## config.mk

```make
export PLATFORM = sky130hd
export DESIGN_NAME = checksummed_command_frame_receiver
export DESIGN_NICKNAME = d
export VERILOG_FILES = /design/src/design/cfcr_pkg.sv /design/src/design/cfcr_parser.sv /design/src/design/cfcr_out_skid.sv /design/src/design/checksummed_command_frame_receiver.sv
export SDC_FILE = /design/constraint.sdc
export NUM_CORES = 1
export LEC_CHECK = 0
export BUFFER_PORTS_ARGS = -buffer_cell sky130_fd_sc_hd__buf_2
export CAP_MARGIN = 20
export CORE_MARGIN = 5
export CORE_UTILIZATION = 54
export DETAILED_ROUTE_END_ITERATION = 8
export GPL_TIMING_DRIVEN = 0
export MAX_ROUTING_LAYER = met4
export PLACE_DENSITY = 0.76
export SYNTH_ARGS = -nofsm -noshare
export SYNTH_HDL_FRONTEND = slang
export SYNTH_HIERARCHICAL = 1
export SYNTH_SLANG_ARGS = --single-unit
```

## constraint.sdc

```tcl
create_clock -name aclk -period 8.7 [get_ports aclk]
set_clock_uncertainty 0.2 [all_clocks]
set_input_delay 1.305 -clock aclk [delete_from_list [all_inputs] [get_ports aclk]]
set_output_delay 1.305 -clock aclk [all_outputs]
set_load 0.02 [all_outputs]
```

## src/design/cfcr_pkg.sv

```systemverilog
// Shared types and constants for the checksummed command frame receiver.
`default_nettype none
package cfcr_pkg;

    localparam int unsigned CAPTURE_BYTES_DEF = 8;

    localparam logic [7:0]  HDR_FIRST      = 8'hAA;
    localparam logic [7:0]  HDR_SECOND     = 8'hBB;
    localparam logic [15:0] SET_PARAMS_LEN = 16'd8;

    localparam logic [7:0]  TYPE_CODE_RST  = 8'd1;
    localparam logic [15:0] MAX_LEN_RST    = 16'd122;

    localparam logic [7:0]  REG_SET_PARAMS_TYPE = 8'd0;
    localparam logic [7:0]  REG_MAX_PAYLOAD_LEN = 8'd1;

    typedef enum logic [1:0] {
        ST_ACCEPTED  = 2'd0,
        ST_CSUM_ERR  = 2'd1,
        ST_IGNORED   = 2'd2,
        ST_OVERSIZE  = 2'd3
    } status_t;

    typedef enum logic [6:0] {
        PH_HDR1    = 7'b0000001,
        PH_HDR2    = 7'b0000010,
        PH_TYPE    = 7'b0000100,
        PH_LENLO   = 7'b0001000,
        PH_LENHI   = 7'b0010000,
        PH_PAYLOAD = 7'b0100000,
        PH_CSUM    = 7'b1000000
    } phase_t;

    typedef struct packed {
        logic [7:0]  set_params_type_code;
        logic [15:0] max_payload_length;
    } cfg_t;

    typedef struct packed {
        status_t     frame_status;
        logic [7:0]  frame_type;
        logic [15:0] payload_length;
        logic [15:0] timer_prescale;
        logic [15:0] timer_reload;
        logic [31:0] tone_frequency;
    } result_t;

endpackage
`default_nettype wire

```

## src/design/cfcr_parser.sv

```systemverilog
// Frame parser: per-byte phase step, checksum, payload capture and result build.
`default_nettype none
module cfcr_parser #(
    parameter int unsigned CAPTURE_BYTES = cfcr_pkg::CAPTURE_BYTES_DEF
) (
    input  wire logic             aclk,
    input  wire logic             aresetn,
    input  wire logic             in_valid,
    input  wire logic [7:0]       in_byte,
    input  cfcr_pkg::cfg_t        cfg,
    output logic                  res_valid,
    output cfcr_pkg::result_t     res
);
    import cfcr_pkg::*;

    localparam int unsigned CAP_W = 8 * CAPTURE_BYTES;

    phase_t             phase_reg,         phase_next;
    logic [7:0]         held_type_reg,     held_type_next;
    logic [15:0]        held_length_reg,   held_length_next;
    logic [15:0]        payload_count_reg, payload_count_next;
    logic [7:0]         running_sum_reg,   running_sum_next;
    logic [CAP_W-1:0]   captured_reg,      captured_next;

    logic [7:0]  sum_add;
    logic [15:0] len_full;
    logic [15:0] count_inc;

    assign sum_add   = running_sum_reg + in_byte;
    assign len_full  = {in_byte, held_length_reg[7:0]};
    assign count_inc = payload_count_reg + 16'd1;

    always_comb begin
        phase_next         = phase_reg;
        held_type_next     = held_type_reg;
        held_length_next   = held_length_reg;
        payload_count_next = payload_count_reg;
        running_sum_next   = running_sum_reg;
        captured_next      = captured_reg;
        res_valid          = 1'b0;
        res                = '0;
        res.frame_type     = held_type_reg;
        res.payload_length = held_length_reg;
        if (in_valid) begin
            unique case (phase_reg)
                PH_HDR1: begin
                    if (in_byte == HDR_FIRST) phase_next = PH_HDR2;
                end
                PH_HDR2: begin
                    phase_next = (in_byte == HDR_SECOND) ? PH_TYPE : PH_HDR1;
                end
                PH_TYPE: begin
                    held_type_next     = in_byte;
                    running_sum_next   = in_byte;
                    held_length_next   = '0;
                    payload_count_next = '0;
                    captured_next      = '0;
                    phase_next         = PH_LENLO;
                end
                PH_LENLO: begin
                    held_length_next = {8'd0, in_byte};
                    running_sum_next = sum_add;
                    phase_next       = PH_LENHI;
                end
                PH_LENHI: begin
                    held_length_next = len_full;
                    running_sum_next = sum_add;
                    if (len_full > cfg.max_payload_length) begin
                        // drop oversize frame at once
                        res_valid          = 1'b1;
                        res.frame_status   = ST_OVERSIZE;
                        res.payload_length = len_full;
                        phase_next         = PH_HDR1;
                    end else begin
                        phase_next = (len_full == 16'd0) ? PH_CSUM : PH_PAYLOAD;
                    end
                end
                PH_PAYLOAD: begin
                    running_sum_next = sum_add;
                    for (int i = 0; i < CAPTURE_BYTES; i++) begin
                        if (payload_count_reg == 16'(i)) captured_next[8*i +: 8] = in_byte;
                    end
                    payload_count_next = count_inc;
                    if (count_inc >= held_length_reg) phase_next = PH_CSUM;
                end
                PH_CSUM: begin
                    phase_next = PH_HDR1;
                    res_valid  = 1'b1;
                    if (in_byte != running_sum_reg) begin
                        res.frame_status = ST_CSUM_ERR;
                    end else if (held_type_reg == cfg.set_params_type_code &&
                                 held_length_reg == SET_PARAMS_LEN) begin
                        res.frame_status   = ST_ACCEPTED;
                        res.timer_prescale = captured_reg[15:0];
                        res.timer_reload   = captured_reg[31:16];
                        res.tone_frequency = captured_reg[63:32];
                    end else begin
                        res.frame_status = ST_IGNORED;
                    end
                end
                default: begin
                    phase_next = PH_HDR1;
                end
            endcase
        end
    end

    always_ff @(posedge aclk) begin
        if (!aresetn) begin
            phase_reg <= PH_HDR1;
        end else begin
            phase_reg <= phase_next;
        end
    end

    always_ff @(posedge aclk) begin
        held_type_reg     <= held_type_next;
        held_length_reg   <= held_length_next;
        payload_count_reg <= payload_count_next;
        running_sum_reg   <= running_sum_next;
        captured_reg      <= captured_next;
    end

endmodule
`default_nettype wire

```

## src/design/cfcr_out_skid.sv

```systemverilog
// Result register with a skid stage so the input side keeps moving under stall until the skid stage is full.
`default_nettype none
module cfcr_out_skid (
    input  wire logic          aclk,
    input  wire logic          aresetn,
    input  wire logic          in_valid,
    input  cfcr_pkg::result_t  in_data,
    output logic               in_ready,
    output logic               out_valid,
    output cfcr_pkg::result_t  out_data,
    input  wire logic          out_ready
);
    import cfcr_pkg::*;

    logic    out_valid_reg,  out_valid_next;
    result_t out_data_reg,   out_data_next;
    logic    skid_valid_reg, skid_valid_next;
    result_t skid_data_reg,  skid_data_next;

    assign in_ready  = !skid_valid_reg;
    assign out_valid = out_valid_reg;
    assign out_data  = out_data_reg;

    always_comb begin
        out_valid_next  = out_valid_reg;
        out_data_next   = out_data_reg;
        skid_valid_next = skid_valid_reg;
        skid_data_next  = skid_data_reg;
        if (!out_valid_reg || out_ready) begin
            if (skid_valid_reg) begin
                out_valid_next  = 1'b1;
                out_data_next   = skid_data_reg;
                skid_valid_next = 1'b0;
            end else begin
                out_valid_next = in_valid;
                out_data_next  = in_data;
            end
        end else if (in_valid) begin
            // hold the new result behind the stalled one
            skid_valid_next = 1'b1;
            skid_data_next  = in_data;
        end
    end

    always_ff @(posedge aclk) begin
        if (!aresetn) begin
            out_valid_reg  <= 1'b0;
            skid_valid_reg <= 1'b0;
        end else begin
            out_valid_reg  <= out_valid_next;
            skid_valid_reg <= skid_valid_next;
        end
    end

    always_ff @(posedge aclk) begin
        out_data_reg  <= out_data_next;
        skid_data_reg <= skid_data_next;
    end

endmodule
`default_nettype wire

```

## src/design/checksummed_command_frame_receiver.sv

```systemverilog
// A frame's result is registered to the output, or to the skid stage while stalled.
// One byte per cycle unless stalled; phase step and 8-bit checksum add are combinational.
// A stalled result is held in a one-entry skid stage; s_tready drops only when it is full.
// Reset (aresetn low, synchronous): search restarts at the first header byte, results are
// flushed and the registers return to type code 1 and maximum payload length 122.
`default_nettype none
module checksummed_command_frame_receiver #(
    parameter int unsigned CAPTURE_BYTES = cfcr_pkg::CAPTURE_BYTES_DEF
) (
    input  wire logic         aclk,
    input  wire logic         aresetn,
    input  wire logic         s_tvalid,
    output logic              s_tready,
    input  wire logic [7:0]   s_tdata,   // [7:0] rx_byte
    output logic              m_tvalid,
    input  wire logic         m_tready,
    output logic [87:0]       m_tdata,   // [7:0] frame_type, [23:8] payload_length,
                                         // [39:24] timer_prescale, [55:40] timer_reload,
                                         // [87:56] tone_frequency
    output logic [1:0]        m_tuser,   // [1:0] frame_status
    input  wire logic         cfg_valid,
    output logic              cfg_ready,
    input  wire logic [7:0]   cfg_index,
    input  wire logic [15:0]  cfg_data
);
    import cfcr_pkg::*;

    cfg_t    cfg_reg;
    logic    in_accept;
    logic    res_valid;
    result_t res;
    result_t out_res;

    assign cfg_ready = 1'b1;
    assign in_accept = s_tvalid && s_tready;

    always_ff @(posedge aclk) begin
        if (!aresetn) begin
            cfg_reg.set_params_type_code <= TYPE_CODE_RST;
            cfg_reg.max_payload_length   <= MAX_LEN_RST;
        end else if (cfg_valid && cfg_ready) begin
            if (cfg_index == REG_SET_PARAMS_TYPE) begin
                cfg_reg.set_params_type_code <= cfg_data[7:0];
            end else if (cfg_index == REG_MAX_PAYLOAD_LEN) begin
                cfg_reg.max_payload_length <= cfg_data;
            end
        end
    end

    cfcr_parser #(
        .CAPTURE_BYTES (CAPTURE_BYTES)
    ) u_parser (
        .aclk      (aclk),
        .aresetn   (aresetn),
        .in_valid  (in_accept),
        .in_byte   (s_tdata),
        .cfg       (cfg_reg),
        .res_valid (res_valid),
        .res       (res)
    );

    cfcr_out_skid u_out (
        .aclk      (aclk),
        .aresetn   (aresetn),
        .in_valid  (res_valid),
        .in_data   (res),
        .in_ready  (s_tready),
        .out_valid (m_tvalid),
        .out_data  (out_res),
        .out_ready (m_tready)
    );

    assign m_tuser = out_res.frame_status;
    assign m_tdata = {out_res.tone_frequency, out_res.timer_reload, out_res.timer_prescale,
                      out_res.payload_length, out_res.frame_type};

`ifndef ASSERT_OFF
    a_params_zero: assert property (@(posedge aclk) disable iff (!aresetn)
        m_tvalid && m_tuser != ST_ACCEPTED |-> m_tdata[87:24] == 64'd0)
        else $error("parameter words set on a result that was not accepted");

    a_accept_len: assert property (@(posedge aclk) disable iff (!aresetn)
        m_tvalid && m_tuser == ST_ACCEPTED |-> m_tdata[23:8] == SET_PARAMS_LEN)
        else $error("accepted frame with wrong payload length");

    a_stall_source: assert property (@(posedge aclk) disable iff (!aresetn)
        !s_tready |-> m_tvalid)
        else $error("input stalled with no result pending");

    a_skid_drain: assert property (@(posedge aclk) disable iff (!aresetn)
        !s_tready && m_tready |=> s_tready)
        else $error("skid stage did not drain after output transaction");
`endif

endmodule
`default_nettype wire

```

==> metrics.md, run 1 <==
| Metric | Value |
|---|---|
| Post CTS Setup Buffer Count | 0 |
| Number of distinct library cells after synthesis | 62 |
| Initial DRC count | 630 |
| Drt total wl | 29.2 mm |
| CP arrival | 4280 ps |
| Final Hold Violating Endpoints | 0 |
| Min Tclk post-route | 4290 ps |
| Worst Path Max Fanout | 31 |
| CTS H-tree depth | 2 |
| Die area | 30300 um2 |
| Min-Delay Path Class | flop to flop |
| Fin. max-slew vios | 0 |
| Reg-to-reg endpoint | u_out/skid_data_reg[1] |
| Antenna Cells | 0 |
| Simple-Gate Fraction of Synth Area | 0.116 |
| RSZ-0062 raised after global routing | false |
| First-pass GRT wire length | 45.6 mm |
| WHS Path Cells | 2 |
| Die Y | 174 um |
| Syn avg cell area | 14.7 um2 |
| Max Root-Sink Buffers | 3 |
| Via count | 8412 |
| Initial Utilization | 0.544 |
| Num CTS Buffers | 34 |
| Final setup viols | 0 |
| Die X-Extent | 174 um |
| Residual DRC | 0 |
| Clk Latency, worst-skew pair | 510 ps |
| RR Startpoint | u_parser/held_length_reg[7] |
| # rows | 60 |
| Hold Startpoint | cfg_reg[10] |
| Slew HR | 0.430 |
| Register bit count reported by yosys | 325 |
| Ys flop type | edfxtp_1 |
| Pleak | 6.91 nW |
| Max Cap Viol | 0 |
| Core Region | 26700 um2 |
| Drt pass-1 iters | 5 |
| Mux contribution to synthesized area | 0.113 |
| Largest net degree at the start of global routing | 77 |
| Clk slew on worst S/H paths | 60 ps |
| Switching power share of the total | 0.203 |
| CTS sink count | 325 |
| Crit end category | flop |
| Critical path's largest stage delay | 670 ps |
| Main combinational cell family by area after synthesis | simple AND/OR/NAND/NOR gates |
| Vias in the first global route | 8449 |
| Nets@finish | 1240 |
| Placed Area | 15700 um2 |
| Status | finished clean |
| Clock power share | 0.433 |
| Fin crit share | 0.493 |
| Setup ws final | 4410 ps |
| Placed Cells | 1464 |
| Grt total ovfl | 0 |
| Asr flop ratio synth | 0 |
| Post-Syn Instances | 992 |
| GRT Util Overall | 0.195 |
| Synth Area in Compound Gates | 0.0322 |
| Area growth, synth to finish | 15.2% |
| VDD IR max | 0.000132 V |
| Final Non-Filler Cells | 1523 |
| Post-synthesis sequential area ratio | 0.648 |
| Synth Area in Adders | 0.0384 |
| Part of the power in registers | 0.532 |
| Post-CTS resize count | 0 |
| Buffers on Ports | 128 |
| Pint | 2.54 mW |
| Post-synth EDFFs | 292 |
| Synth Area in XOR/XNOR | 0.0175 |
| Synth warn | 6 |
| Worst R2R Setup Slack | 4900 ps |
| Pre-CTS WS | 3910 ps |
| Post-route ant nets | 0 |
| Hold buffers post-CTS | 0 |
| Worst reg2reg path depth | 10 |
| Logic pwr share | 0.034 |
| Final Cell Area | 16800 um2 |
| CP max-delay cell | nor2_4 |
| CP Launch Type | input pin |
| Ports | 130 |
| CTS tree | built |
| P_sw | 0.647 mW |
| WHS Endpoint | cfg_reg[10] |
| HPWL after DPL | 20.2 mm |
| Worst Max-Slew Pin Slew | 852 ps |
| RePlAce Congestion | 0.841 |
| Initial antenna violation count | 0 |
| Vias per cell | 5.52 |
| Syn Nets | 1073 |
| CP Cell Sequence | buf_2 > ha_1 > nand4_1 > a2111o_1 > a31oi_2 > nand2_2 > buf_6 > nand2_1 > inv_1 > nor2_4 > buf_12 |
| Critical Setup Path Class | input pin to flop |
| Power density over cell area | 190 nW/um2 |
| Share of cells above drive strength 1 | 0.266 |
| Synthesized area | 14500 um2 |
| Post-DR wirelength/cell | 19.2 um |
| Root cell of the clock tree | clkbuf_16 |
| Util after Layout | 0.627 |
| Critical Path RT | 8690 ps |
| Max Fclk | 0.233 GHz |
worst max-delay path by stage:
stage / start / slack [ps] / to
2_1_floorplan: m_tready / 490 / u_out/skid_data_reg[0]
3_3_place_gp: m_tready / -2840 / u_out/skid_data_reg[25]
6_report: s_tdata[3] / 4410 / u_out/skid_data_reg[1]
3_5_place_dp: s_tdata[3] / 3910 / u_out/skid_data_reg[25]
5_1_grt: s_tdata[3] / 4260 / u_out/skid_data_reg[21]
4_1_cts: s_tdata[3] / 4460 / u_out/skid_data_reg[3]
cell usage after synthesis, drive strengths merged, types with 4 or more instances:
master | count | share of area
mux2 | 98 | 0.095
nor4 | 10 | 0.0043
xnor2 | 17 | 0.010
nand2 | 69 | 0.018
inv | 45 | 0.012
edfxtp | 292 | 0.60
buf | 27 | 0.017
ha | 43 | 0.037
nor2b | 18 | 0.0077
dfxtp | 33 | 0.045
and2 | 89 | 0.038
and3 | 21 | 0.0096
nand3 | 10 | 0.0034
xor2 | 12 | 0.0072
mux2i | 25 | 0.017
a21oi | 31 | 0.011
o21ai | 21 | 0.0072
nand4 | 14 | 0.0060
nor3 | 15 | 0.0067
clkbuf | 19 | 0.0049
nor2 | 35 | 0.0090
o21a | 4 | 0.0021
a211oi | 4 | 0.0021
kinds of logic after synthesis:
kind of cell,count (synthesis)
AND/OR/NAND/NOR,301
buffers and inverters,92
XOR/XNOR,29
adder cells (fa/ha/maj),44
AO/OA/AOI/OAI,77
other,1
flip-flops,325
multiplexers,123
layer usage:
metal / routed length, um / up-vias / global-route usage
li1: - / 3960 / -
met1: 12300 / 4122 / 0.253
met2: 14500 / 287 / 0.323
met3: 1790 / 43 / 0.0309
met4: 604 / 0 / 0.0528
met5: 0 / - / -
critical path: cells and delay by family:
family,cells,cell delay (ps)
AND/OR/NAND/NOR,4,1090
buffers and inverters,4,710
AO/OA/AOI/OAI,2,780
adder cells (fa/ha/maj),1,350
through the flow:
step	TNS (ps)	hold slack (ps)	power [mW]
finish	0	259	3.19
detailed placement	0	253	1.84
global route	0	274	3.29
global placement	-255220	244	1.83
floorplan	0	235	1.80
CTS	0	261	3.21
layout make-up:
class	count	area (um2)
clock buffer	46	927
multi-input combinational	575	4630
sequential	325	9430
tap	341	427
clock inverter	13	133
inverter	46	186
timing repair buffer	131	708
fill	1975	9970
buffer	46	319
power groups by stage:
stage | clock network [mW] | logic [mW] | registers [mW]
floorplan | 0 | 0.0683 | 1.73
global placement | 0 | 0.104 | 1.73
detailed placement | 0 | 0.107 | 1.73
CTS | 1.41 | 0.108 | 1.70
global route | 1.48 | 0.120 | 1.70
finish | 1.38 | 0.110 | 1.70
placed cells by master (no fill, tap or decap), types with 3 or more instances in the layout:
cell type / n
o21ai_0: 20
nand2_1: 68
xnor2_1: 17
nor2_1: 34
clkbuf_1: 29
dfxtp_1: 33
o31ai_1: 3
clkbuf_16: 35
clkinv_2: 4
o21a_1: 4
buf_4: 9
mux2i_1: 25
and3_2: 7
nand4_1: 14
and3_1: 14
xor2_1: 12
mux2_4: 76
nor3_1: 13
a21oi_1: 31
and2_1: 88
o211ai_1: 3
edfxtp_1: 292
clkinv_1: 4
a211oi_1: 4
nand3_1: 10
inv_1: 45
ha_1: 43
mux2_2: 14
buf_6: 12
mux2_1: 8
buf_12: 3
nor4_1: 10
buf_2: 133
nor2b_1: 18
Note: power is estimated with default switching activity, not from simulation.
==> inputs of run 2 (changes only) <==
- CORE_UTILIZATION: 54 -> 60
- PLACE_DENSITY: 0.76 -> 0.8
- clock period: 8.7 -> 4.2 ns (I/O delays scaled with it)
==> run 2 against run 1 <==
Effect of this change: clock-buffer cell count fell by 4; design area rose by 0.12%; clock power rose by 110%; combinational power rose by 110%; wire length rose by 2.4%; sequential cell count did not move; die area fell by 9.4%; register-to-register slack got worse by 4500 ps; utilization rose by 6.9 points; critical path type is now flop to flop; largest power group unchanged; highest routed layer unchanged.
==> metrics.md, run 2 (synthesis results as in run 1) <==
| Metric | Value |
|---|---|
| Min Tclk post-route | 3770 ps |
| Vias per cell | 5.55 |
| Pleak | 6.93 nW |
| Buffers on Ports | 128 |
| Met2 WL | 15.4 mm |
| Vias in the first global route | 8486 |
| CP arrival | 3760 ps |
| RePlAce Congestion | 0.827 |
| Grt total ovfl | 0 |
| Initial antenna violation count | 0 |
| Residual DRC | 0 |
| Commonest non-fill, non-tap cell in the layout | edfxtp_1 |
| Wire length on met3 | 1.62 mm |
| Max Root-Sink Buffers | 3 |
| Share of cells above drive strength 1 | 0.268 |
| CP Launch Type | flop |
| Initial Utilization | 0.603 |
| Clk slew on worst S/H paths | 60 ps |
| Drt total wl | 29.9 mm |
| Pre-CTS WS | 123 ps |
| Core Region | 24100 um2 |
| M1 WL | 12.1 mm |
| Antenna Cells | 0 |
| Post CTS Setup Buffer Count | 0 |
| Area growth, synth to finish | 15.3% |
| HPWL after DPL | 19.8 mm |
| Setup ws final | 430 ps |
| Clk Latency, worst-skew pair | 510 ps |
| Die area | 27500 um2 |
| Placed Area | 15600 um2 |
| Top Metal Used | met4 |
| Power density over cell area | 398 nW/um2 |
| Root cell of the clock tree | clkbuf_16 |
| Critical Setup Path Class | flop to flop |
| Crit end category | flop |
| Final Cell Area | 16800 um2 |
| Ports | 130 |
| Slew HR | 0.370 |
| Post-route ant nets | 0 |
| RSZ-0062 raised after global routing | false |
| Post-CTS resize count | 0 |
| GRT Util Overall | 0.222 |
| CTS sink count | 325 |
| CTS H-tree depth | 2 |
| Drt pass-1 iters | 6 |
| Final Hold Violating Endpoints | 0 |
| Num CTS Buffers | 34 |
| Max Fclk | 0.265 GHz |
| Worst Max-Slew Pin Slew | 941 ps |
| CTS tree | built |
| VDD IR max | 0.000308 V |
| Critical Path RT | 4190 ps |
| Status | finished clean |
| Die X-Extent | 166 um |
| Largest net degree at the start of global routing | 94 |
| Via count | 8370 |
| Setup TNS | 0 ps |
| Most frequent cells in the layout | edfxtp_1 (292), buf_2 (133), and2_1 (88), mux2_4 (76), nand2_1 (68) |
| Fin. max-slew vios | 0 |
| Die Y | 166 um |
| # rows | 57 |
| Fillers | 1635 |
| Total power | 6.69 mW |
| Fin crit share | 0.898 |
| Max Cap Viol | 0 |
| Hold buffers post-CTS | 0 |
| Final setup viols | 0 |
| Post-DR wirelength/cell | 19.8 um |
| Initial DRC count | 605 |
| Nets@finish | 1240 |
| Worst Path Max Fanout | 34 |
| Min-Delay Path Class | input pin to flop |
| First-pass GRT wire length | 47.2 mm |
run 2: final timing paths:
kind	from	end	slack [ps]	cells after the start
setup / recovery	u_parser/held_length_reg[7]	u_out/skid_data_reg[11]	430	10
hold reg to reg	cfg_reg[15]	cfg_reg[15]	260	2
setup reg to reg	u_parser/held_length_reg[7]	u_out/skid_data_reg[11]	430	10
hold / removal	cfg_data[10]	cfg_reg[10]	170	3
run 2: per-stage QoR:
stage,cells,utilization,hold slack [ps]
after global routing,1507,0.696,153
after global placement,1444,0.648,244
after floorplan,992,-,235
after CTS,1506,0.695,149
final,1507,0.696,168
after detailed placement,1446,0.649,254
run 2: worst max-delay path: stages (launching register included):
cell and delay (ps):
edfxtp_1 470, ha_1 380, nand4_1 180, a2111o_1 460, a31oi_2 290, nand2_2 110, buf_6 160, nand2_1 90
inv_1 80, nor2_4 690, buf_12 300
run 2: final cells by class:
class,instances,area [um2],area share
flip-flops and latches,325,9430,0.562
well taps,324,405,0.0242
clock buffers,42,902,0.0538
multi-input cells,575,4630,0.276
plain buffers,46,319,0.0190
repair buffers,131,708,0.0422
inverters,46,186,0.0111
clock inverters,18,199,0.0119
run 2: per-layer routing:
layer  vias to the layer above  global-route usage
met2                       277               0.381
met4                         0              0.0631
met1                      4075               0.278
met3                        59              0.0348
li1                       3959                   -
met5                         -                   -
run 2: power breakdown:
part           leakage [nW]  internal (mW)  switching [mW]
registers              3.53           3.49          0.0226
logic                  2.86         0.0860           0.141
clock network         0.536           1.78            1.17
